--- src/hw/rtl/mkht_pkg.sv ---
// Shared types and constants for the multi-key hold tracker.
// No dependencies; imported by mkht_core and multi_key_hold_tracker_top.
package mkht_pkg;

    // Field widths fixed by the interface
    localparam int KEY_BITS = 16;
    localparam int OP_BITS  = 2;

    // Parameter defaults
    localparam int SLOT_COUNT_DEFAULT = 4;
    localparam int CODE_BITS_DEFAULT  = 15;

    // Slot contents written by a console press
    localparam logic [KEY_BITS-1:0] FORCE_CODE = 16'hFFFF;

    // Operation codes; the fourth code is unused and does nothing
    typedef enum logic [OP_BITS-1:0] {
        OP_PRESS   = 2'd0,
        OP_RELEASE = 2'd1,
        OP_CLEAR   = 2'd2
    } op_t;

    // One result beat
    typedef struct packed {
        logic changed;
        logic is_down;
        logic went_down;
        logic went_up;
        logic slots_full;
    } result_t;

endpackage

--- src/hw/rtl/mkht_core.sv ---
// Slot table, button flags and the combinational update for one key event.
// Depends on mkht_pkg.
module mkht_core #(
    parameter int SLOT_COUNT = mkht_pkg::SLOT_COUNT_DEFAULT,
    parameter int CODE_BITS  = mkht_pkg::CODE_BITS_DEFAULT
) (
    input  logic                          clk,
    input  logic                          rst_n,
    input  logic                          step,
    input  logic [mkht_pkg::OP_BITS-1:0]  op,
    input  logic [mkht_pkg::KEY_BITS-1:0] code_raw,
    output mkht_pkg::result_t             res
);
    import mkht_pkg::*;

    localparam logic [KEY_BITS-1:0] CODE_MASK = KEY_BITS'((32'd1 << CODE_BITS) - 32'd1);

    logic [KEY_BITS-1:0]   held_reg [SLOT_COUNT];
    logic [KEY_BITS-1:0]   held_next [SLOT_COUNT];
    logic                  down_reg, down_next;
    logic                  press_edge_reg, press_edge_next;
    logic                  release_edge_reg, release_edge_next;

    logic [KEY_BITS-1:0]   code;
    logic [SLOT_COUNT-1:0] used_vec;
    logic [SLOT_COUNT-1:0] hit_vec;
    logic [SLOT_COUNT-1:0] open_pick;
    logic [SLOT_COUNT-1:0] match_pick;
    logic                  last_used;
    logic                  changed;
    logic                  full;

    assign code = code_raw & CODE_MASK;

    // Slot status and lowest-index picks
    always_comb
    begin
        logic open_found;
        logic match_found;
        open_found  = 1'b0;
        match_found = 1'b0;
        for (int i = 0; i < SLOT_COUNT; i++)
        begin
            used_vec[i]   = (held_reg[i] != '0);
            hit_vec[i]    = (held_reg[i] == code);
            open_pick[i]  = !used_vec[i] && !open_found;
            open_found    = open_found || !used_vec[i];
            match_pick[i] = used_vec[i] && hit_vec[i] && !match_found;
            match_found   = match_found || (used_vec[i] && hit_vec[i]);
        end
    end

    // Exactly one slot in use
    assign last_used = (used_vec != '0) &&
                       ((used_vec & (used_vec - SLOT_COUNT'(1))) == '0);

    // Next state for the current event
    always_comb
    begin
        held_next         = held_reg;
        down_next         = down_reg;
        press_edge_next   = press_edge_reg;
        release_edge_next = release_edge_reg;
        changed           = 1'b0;
        full              = 1'b0;
        unique case (op)
            OP_PRESS:
            begin
                if (code == '0)
                begin
                    // console force on
                    for (int i = 0; i < SLOT_COUNT; i++)
                    begin
                        held_next[i] = '0;
                    end
                    held_next[0]    = FORCE_CODE;
                    down_next       = 1'b1;
                    press_edge_next = 1'b1;
                    changed         = !down_reg;
                end
                else if (hit_vec != '0)
                begin
                    // already held: no effect
                end
                else if (open_pick == '0)
                begin
                    full = 1'b1;
                end
                else
                begin
                    for (int i = 0; i < SLOT_COUNT; i++)
                    begin
                        if (open_pick[i])
                        begin
                            held_next[i] = code;
                        end
                    end
                    down_next       = 1'b1;
                    press_edge_next = 1'b1;
                    changed         = !down_reg;
                end
            end
            OP_RELEASE:
            begin
                if (code == '0)
                begin
                    // console force off
                    for (int i = 0; i < SLOT_COUNT; i++)
                    begin
                        held_next[i] = '0;
                    end
                    release_edge_next = 1'b1;
                    down_next         = 1'b0;
                    changed           = down_reg;
                end
                else if (match_pick != '0)
                begin
                    for (int i = 0; i < SLOT_COUNT; i++)
                    begin
                        if (match_pick[i])
                        begin
                            held_next[i] = '0;
                        end
                    end
                    release_edge_next = 1'b1;
                    if (last_used)
                    begin
                        down_next = 1'b0;
                    end
                    changed = down_reg && !down_next;
                end
            end
            OP_CLEAR:
            begin
                press_edge_next   = 1'b0;
                release_edge_next = 1'b0;
            end
            default:
            begin
            end
        endcase
    end

    // Result after the event
    assign res.changed    = changed;
    assign res.is_down    = down_next;
    assign res.went_down  = press_edge_next;
    assign res.went_up    = release_edge_next;
    assign res.slots_full = full;

    // State registers
    always_ff @(posedge clk or negedge rst_n)
    begin
        if (!rst_n)
        begin
            for (int i = 0; i < SLOT_COUNT; i++)
            begin
                held_reg[i] <= '0;
            end
            down_reg         <= 1'b0;
            press_edge_reg   <= 1'b0;
            release_edge_reg <= 1'b0;
        end
        else if (step)
        begin
            held_reg         <= held_next;
            down_reg         <= down_next;
            press_edge_reg   <= press_edge_next;
            release_edge_reg <= release_edge_next;
        end
    end

    // A held button always owns at least one slot
    a_down_has_slot: assert property (@(posedge clk) disable iff (!rst_n)
        down_reg |-> (used_vec != '0))
        else $error("button down with no slot in use");

    // Clearing edges leaves both sticky flags low
    a_clear_edges: assert property (@(posedge clk) disable iff (!rst_n)
        (step && op == OP_CLEAR) |=> (!press_edge_reg && !release_edge_reg))
        else $error("edge flags not cleared");

    // A dropped press only happens with every slot taken
    a_full_only_when_taken: assert property (@(posedge clk) disable iff (!rst_n)
        (step && res.slots_full) |-> ((used_vec == '1) && op == OP_PRESS))
        else $error("press dropped while a slot was free");

    // A press that changed the button leaves it down
    a_press_sets_down: assert property (@(posedge clk) disable iff (!rst_n)
        (step && op == OP_PRESS && res.changed) |=> down_reg)
        else $error("press reported change but button is up");

endmodule

--- src/hw/rtl/multi_key_hold_tracker_top.sv ---
// Top level of the multi-key hold tracker: input register, result register, handshake.
// Depends on mkht_pkg and mkht_core.
//
// One logical button held by up to SLOT_COUNT key codes at once. Each input beat
// (press, release or clear edges) yields exactly one result beat, which passes
// through the input register and then the result register before it reaches the
// outputs; a new beat is taken every cycle while the result side keeps up, so
// throughput is one event per clock. The slot compare and lowest-free-slot pick
// are combinational between the input register and the result register. Key codes
// are masked to their low CODE_BITS bits; a masked code of zero forces the button
// on or off. The slot table resets to all free and needs no clearing pass.
module multi_key_hold_tracker_top #(
    parameter int SLOT_COUNT = mkht_pkg::SLOT_COUNT_DEFAULT,
    parameter int CODE_BITS  = mkht_pkg::CODE_BITS_DEFAULT
) (
    input  logic                          clk,
    input  logic                          rst_n,
    input  logic                          in_valid,
    output logic                          in_stall,
    input  logic [mkht_pkg::OP_BITS-1:0]  operation,
    input  logic [mkht_pkg::KEY_BITS-1:0] key_code,
    output logic                          out_valid,
    input  logic                          out_stall,
    output logic                          changed,
    output logic                          is_down,
    output logic                          went_down,
    output logic                          went_up,
    output logic                          slots_full
);
    import mkht_pkg::*;

    logic                s1_valid_reg, s1_valid_next;
    logic [OP_BITS-1:0]  s1_op_reg, s1_op_next;
    logic [KEY_BITS-1:0] s1_code_reg, s1_code_next;
    logic                out_valid_reg, out_valid_next;
    result_t             out_res_reg, out_res_next;
    result_t             core_res;
    logic                advance;
    logic                step;

    // Stage moves forward when the result register is empty or being drained
    assign advance  = !out_valid_reg || !out_stall;
    assign in_stall = s1_valid_reg && !advance;
    assign step     = s1_valid_reg && advance;

    mkht_core #(
        .SLOT_COUNT(SLOT_COUNT),
        .CODE_BITS (CODE_BITS)
    ) u_core (
        .clk     (clk),
        .rst_n   (rst_n),
        .step    (step),
        .op      (s1_op_reg),
        .code_raw(s1_code_reg),
        .res     (core_res)
    );

    // Next values for both stages
    always_comb
    begin
        s1_valid_next  = s1_valid_reg;
        s1_op_next     = s1_op_reg;
        s1_code_next   = s1_code_reg;
        out_valid_next = out_valid_reg;
        out_res_next   = out_res_reg;
        if (!in_stall)
        begin
            s1_valid_next = in_valid;
            s1_op_next    = operation;
            s1_code_next  = key_code;
        end
        if (advance)
        begin
            out_valid_next = s1_valid_reg;
            out_res_next   = core_res;
        end
    end

    // Control registers
    always_ff @(posedge clk or negedge rst_n)
    begin
        if (!rst_n)
        begin
            s1_valid_reg  <= 1'b0;
            out_valid_reg <= 1'b0;
        end
        else
        begin
            s1_valid_reg  <= s1_valid_next;
            out_valid_reg <= out_valid_next;
        end
    end

    // Payload registers
    always_ff @(posedge clk)
    begin
        s1_op_reg   <= s1_op_next;
        s1_code_reg <= s1_code_next;
        out_res_reg <= out_res_next;
    end

    assign out_valid  = out_valid_reg;
    assign changed    = out_res_reg.changed;
    assign is_down    = out_res_reg.is_down;
    assign went_down  = out_res_reg.went_down;
    assign went_up    = out_res_reg.went_up;
    assign slots_full = out_res_reg.slots_full;

endmodule
--- config.mk ---
export PLATFORM = sky130hd
export DESIGN_NAME = multi_key_hold_tracker_top
export DESIGN_NICKNAME = d
export VERILOG_FILES = /design/src/hw/rtl/mkht_pkg.sv /design/src/hw/rtl/mkht_core.sv /design/src/hw/rtl/multi_key_hold_tracker_top.sv
export SDC_FILE = /design/constraint.sdc
export NUM_CORES = 1
export LEC_CHECK = 0
export BUFFER_PORTS_ARGS = -buffer_cell sky130_fd_sc_hd__buf_2
export CAP_MARGIN = 20
export CORE_UTILIZATION = 40
export CTS_CLUSTER_SIZE = 24
export DETAILED_ROUTE_END_ITERATION = 8
export GPL_TIMING_DRIVEN = 0
export PLACE_DENSITY = 0.68
export SLEW_MARGIN = 20
export SYNTH_ARGS = -nofsm -noshare
export SYNTH_HDL_FRONTEND = slang
export SYNTH_HIERARCHICAL = 1
export SYNTH_SLANG_ARGS = --single-unit
--- constraint.sdc ---
create_clock -name clk -period 7.3 [get_ports clk]
set_input_delay 0.365 -clock clk [delete_from_list [all_inputs] [get_ports clk]]
set_output_delay 0.365 -clock clk [all_outputs]
set_load 0.02 [all_outputs]
==> results of run 1 <==
worst max-delay path, delay by kind of cell (launching register included):
kind,cells,cell delay (ns)
mux,1,0.35
simple gates,3,1.33
buf+inv,1,0.26
compound gates,2,0.33
flops,1,0.42
cell type report:
class                           count  share of cell area [%]
Buffer                             32                   5.168
Clock buffer                       13                   4.694
Clock inverter                      3                  0.2934
Inverter                            7                  0.4739
Multi-Input combinational cell    277                   41.32
Sequential cell                    88                   41.71
Tap cell                          147                   3.318
Timing Repair Buffer               29                   3.024
stage by stage:
step                utilization (%)  instance area, um2
floorplan                         -                4916
global placement              43.58                5235
detailed placement            43.77                5258
CTS                           46.16                5544
global route                  46.16                5544
finish                        46.16                5544
layout by cell type (no fill, tap or decap), types with 2 or more instances in the layout:
cell type,instances
nand3_1,2
mux2_4,25
clkinv_2,2
nor2b_1,17
inv_1,7
nor4_2,7
clkbuf_16,9
nand4_1,8
o21ai_0,3
edfxtp_1,22
nand3b_1,2
clkbuf_1,7
a21oi_1,6
ha_1,3
nand2b_1,2
nor2_1,35
clkbuf_8,2
mux2_2,25
buf_4,12
xor2_1,60
buf_2,26
mux2_1,11
nor3_1,7
a311o_1,2
and4_1,3
dfrtp_1,66
nor4_1,24
and2_1,2
buf_6,13
a31oi_1,5
buf_12,2
nand2_1,8
path summary, 6_finish.rpt:
path	end	cells past startpoint	slack, ns
max	u_core/held_reg[8]	7	4.50
max reg2reg	u_core/held_reg[8]	7	4.50
max in group asynchronous	s1_valid_reg	3	6.25
min in group asynchronous	u_core/held_reg[41]	2	0.51
min reg2reg	out_valid	1	0.53
min	s1_code_reg[14]	1	0.19
power groups by stage:
stage / sequential [mW] / clock (mW) / combinational [mW]
after floorplan: 0.766 / 0 / 0.363
after global placement: 0.810 / 0 / 0.436
after detailed placement: 0.816 / 0 / 0.450
after CTS: 0.810 / 0.441 / 0.453
after global routing: 0.825 / 0.459 / 0.493
final: 0.811 / 0.430 / 0.453
timing repair:
action | CTS | global route
buffers inserted | 0 | 0
hold buffers | 1 | 0
endpoints found under the hold margin | 31 | 0
metal layers:
layer	track usage [%]	vias up
li1	-	1509
met3	2.250	17
met2	31.40	64
met5	0	-
met4	7.982	0
met1	23.77	1596
==> results.cfg, run 1 <==
[hold_path]
hp-class = input port to flip-flop
worstHoldStart = key_code[14]

[yosys]
netlist_area_mm2 = 0.004916
yosys_warnings = 6
synth.avg_cell_area_um2 = 12.17
synth_nets = 429
syn_inst = 404

[pwr]
internal_power_mw = 1.155
powerDensity_mw_per_mm2 = 305.7
peakVddDrop_v = 0.0001187
clkPwrFrac_pct = 25.4
p_sw_share_pct = 31.87
seq_power_share_pct = 47.9
p_sw_mw = 0.5401
power_mw = 1.695
p_leak_nw = 2.480
pwr-share-comb_pct = 26.7

[drt]
drc = 0
ant_nets = 0
post_drt_wl_per_cell_um = 18.08
met2WireLength_mm = 5.366
wl_met1_mm = 4.768
dr.max_layer_used = met4
drtPass1Iterations = 4
vias_per_cell = 5.346
dr.first_iter.drc_count = 185
drt-total-wl_mm = 10.78
route.met3.wl_um = 413
vias = 3186

[setup_path]
r2r_start = u_core/held_reg[39]
path_cells = nor4_1, and4_2, a2bb2oi_2, a31oi_1, nor3_2, buf_6, mux2_2
start_kind = flip-flop
slowest_stage = nor4_1
endpoint_kind = flip-flop
critical_path_class = flip-flop to flip-flop
required_ns = 7.52
setup.worst_path.start = u_core/held_reg[39]
arrival_ns = 3.03
crit_path_max_incr_delay_ns = 0.50
critPathMaxFanout = 10

[die]
start_util_pct = 40.93
die_y_um = 112.9
dieArea_mm2 = 0.01274
coreArea_mm2 = 0.01201
ios = 29
dieWidth_um = 112.9
num_rows = 40

[timing]
worst-slew-pin-transition_ns = 0.8033
setup_viol = 0
slew_viol_final = 0
fmax_mhz = 356.6
finalClockSkew_ns = 0.008259
post-route-period-util_pct = 38.42
holdWs_ns = 0.1933
finalCriticalPeriod_ns = 2.805
rsz0062_at_grt = no
setup_ws_ns = 4.495
hold_viol_final = 0
slew_headroom_pct = 46.30
tns_ns = 0

[clock_network]
cts_resized = 0
clk_path_buf_depth = 2
cts_sinks = 88
htree_levels = 3
cts_tree = built
worstSkewPairLatency_ns = 0.34
numCtsBuffers = 9
path_clk_slew_ns = 0.06
clock-root-buffer = clkbuf_16

[place]
dp.cells = 579
place_ws_ns = 4.533
hpwl_mm = 7.977
io_buffers = 27
place_congestion = 0.8820

[run]
cap_violations = 0

[cells_and_area]
final_layout_size_suffix_gt1_share_pct = 30.07
fin_cells = 596
area_growth_pct = 12.78
n_antenna_cell = 0
fillers = 1100
regArea_mm2 = 0.002312
largest_reg_flops = 61
nets = 469
multi_input_area_mm2 = 0.002291

[grt]
antenna_found_initial = 0
grt_pass1_vias = 3403
grt_max_degree = 36
grt-ovfl-total = 0
grt_use_total_pct = 18.44
grt_first_pass_wirelength_mm = 17.80

[run_status]
status = finished, final reports clean
No activity file was read; power rests on OpenSTA's default activity.
==> run 2, diff against run 1 <==
--- a/config.mk
+++ b/config.mk
@@ -11,7 +11,7 @@
 export CTS_CLUSTER_SIZE = 24
 export DETAILED_ROUTE_END_ITERATION = 8
 export GPL_TIMING_DRIVEN = 0
-export PLACE_DENSITY = 0.68
+export PLACE_DENSITY = 0.7
 export SLEW_MARGIN = 20
 export SYNTH_ARGS = -nofsm -noshare
 export SYNTH_HDL_FRONTEND = slang
==> constraint.sdc (replaced) <==
create_clock -name clk -period 2.5 [get_ports clk]
set_input_delay 0.125 -clock clk [delete_from_list [all_inputs] [get_ports clk]]
set_output_delay 0.125 -clock clk [all_outputs]
set_load 0.02 [all_outputs]
==> run 2 against run 1 <==
The run now ends with setup timing left. Clock skew fell by 0.00085 ns. Routed wire length grew 13%. Critical endpoint is now u_core/held_reg[29]. Sequential power grew to 2.9 times the previous value. Design area is 14% higher. Worst setup slack lost 4.8 ns. Global-route usage up 1.2 points. Clock-buffer cell count is the same. Largest cell class is now multi-input gates. Utilization up 6.2 points. Die area unchanged.
==> results.cfg, run 2 (synthesized netlist as in run 1, its figures left out) <==
[cells_and_area]
final_layout_size_suffix_gt1_share_pct = 38.46
largest_reg_flops = 61
final_cell_mix = 66 x dfrtp_1, 54 x xor2_1, 37 x mux2_4
nets = 514
final_common_cell = dfrtp_1
n_antenna_cell = 0
area_growth_pct = 28.02

[pwr]
peakVddDrop_v = 0.0005012
internal_power_mw = 3.593
p_leak_nw = 2.837
seq_power_share_pct = 44.9
powerDensity_mw_per_mm2 = 842.4
p_sw_mw = 1.708
power_mw = 5.302
clkPwrFrac_pct = 24.7
p_sw_share_pct = 32.22
pwr-share-comb_pct = 30.4

[grt]
grt_pass1_vias = 3599
grt-ovfl-total = 0
antenna_found_initial = 0
grt_first_pass_wirelength_mm = 18.86
grt_use_total_pct = 19.64
grt_max_degree = 47

[clock_network]
clk_path_buf_depth = 2
htree_levels = 3
worstSkewPairLatency_ns = 0.35
cts_tree = built
path_clk_slew_ns = 0.06
cts_sinks = 88
numCtsBuffers = 9
clock-root-buffer = clkbuf_16

[hold_path]
hold_depth = 2
worstHoldStart = out_stall
hp-class = input port to flip-flop
whs_endpoint = out_valid

[drt]
dr.first_iter.drc_count = 203
post_drt_wl_per_cell_um = 18.99
drtPass1Iterations = 4
vias = 3521
drc = 0
vias_per_cell = 5.493
ant_nets = 0
drt-total-wl_mm = 12.17

[die]
die_y_um = 112.9
num_rows = 40
start_util_pct = 40.93
dieWidth_um = 112.9
coreArea_mm2 = 0.01201
dieArea_mm2 = 0.01274
ios = 29

[setup_path]
critPathMaxFanout = 6
endpoint_kind = flip-flop
critical_path_class = flip-flop to flip-flop
required_ns = 2.72
reg2reg_slack_ns = -0.27
cpMostUsedCell = buf_6
start_kind = flip-flop
r2r-end = u_core/held_reg[29]
worstRegToRegCells = 11
arrival_ns = 3.00
slowest_stage = edfxtp_1
setup.worst_path.start = s1_code_reg[10]
crit_path_max_incr_delay_ns = 0.39
r2r_start = s1_code_reg[10]
path_cells = buf_6, xor2_4, nor4_4, nand4_1, buf_4, nor2_4, a21oi_2, or3_1, buf_6, buf_12, mux2_4

[place]
io_buffers = 27
place_ws_ns = -0.3319
hpwl_mm = 7.863
place_congestion = 0.8925

[timing]
worst-slew-pin-transition_ns = 0.8280
setup_viol = 63
slew_viol_final = 0
setup_ws_ns = -0.2744
rsz0062_at_grt = yes
finalClockSkew_ns = 0.007410
finalCriticalPeriod_ns = 2.774
hold_viol_final = 0
fmax_mhz = 360.4
tns_ns = -10.99
slew_headroom_pct = 44.64
holdWs_ns = 0.05906
post-route-period-util_pct = 111.0

[run_status]
violations = setup timing
status = finished with violations

[run]
cap_violations = 0
[run 2: cell count changes in the layout (fill, tap and decap cells not counted), moves of 7 or more]
cell / before / now
buf_4: 12 / 27
buf_6: 13 / 21
dlygate4sd3_1: 1 / 19
mux2_4: 25 / 37
nor4_1: 24 / 17
[run 2: worst max-delay path, delay by kind of cell, from the launching register on]
family          cells  cell delay (ns)
simple gates        4             1.06
buf+inv             4             0.68
flops               1             0.39
mux                 1             0.29
xor+xnor            1             0.19
compound gates      1             0.05
[run 2: per-stage QoR]
stage	cell area [um2]	cells	util, %
after floorplan	4916	404	-
after global placement	5235	578	43.58
after detailed placement	5265	579	43.83
after CTS	6097	637	50.76
after global routing	6294	641	52.40
final	6294	641	52.40
[run 2: routing by layer]
metal | vias to the layer above | part of all wire (%) | GRT usage [%]
met4 | 0 | 3.1 | 8.772
met5 | - | 0 | 0
li1 | 1595 | - | -
met3 | 24 | 4.5 | 4.285
met1 | 1798 | 42 | 24.25
met2 | 104 | 50 | 33.13
[run 2: how the worst max path moves through the flow]
stage / end / slack [ns] / cells after the start
global route: u_core/held_reg[29] / -0.33 / 11
detailed placement: u_core/held_reg[52] / -0.33 / 9
floorplan: u_core/held_reg[48] / 0.20 / 9
global placement: u_core/held_reg[50] / -0.28 / 9
finish: u_core/held_reg[29] / -0.27 / 11
CTS: u_core/held_reg[23] / -0.11 / 11
[run 2: layout make-up]
cell class / count / area (um2)
multi-input combinational: 277 / 2525
buffer: 31 / 297.8
sequential: 88 / 2312
clock inverter: 3 / 42.54
inverter: 7 / 26.28
clock buffer: 13 / 240.2
timing repair buffer: 75 / 665.6
tap: 147 / 183.9
fill: 995 / 5718
[run 2: power groups by stage]
stage / registers (mW) / clock network [mW] / logic (mW)
3_5_place_dp: 2.35 / 0 / 1.32
4_1_cts: 2.35 / 1.32 / 1.47
6_report: 2.38 / 1.31 / 1.61
3_3_place_gp: 2.34 / 0 / 1.28
2_1_floorplan: 2.24 / 0 / 1.06
5_1_grt: 2.42 / 1.39 / 1.72
[run 2: timing repair]
action,in CTS,in global routing
buffers inserted,20,5
endpoints found under the setup margin,61,66
gates resized for setup,32,27
cloned,3,1
endpoints found under the hold margin,76,0
hold buffers,19,0
pin swaps,21,8
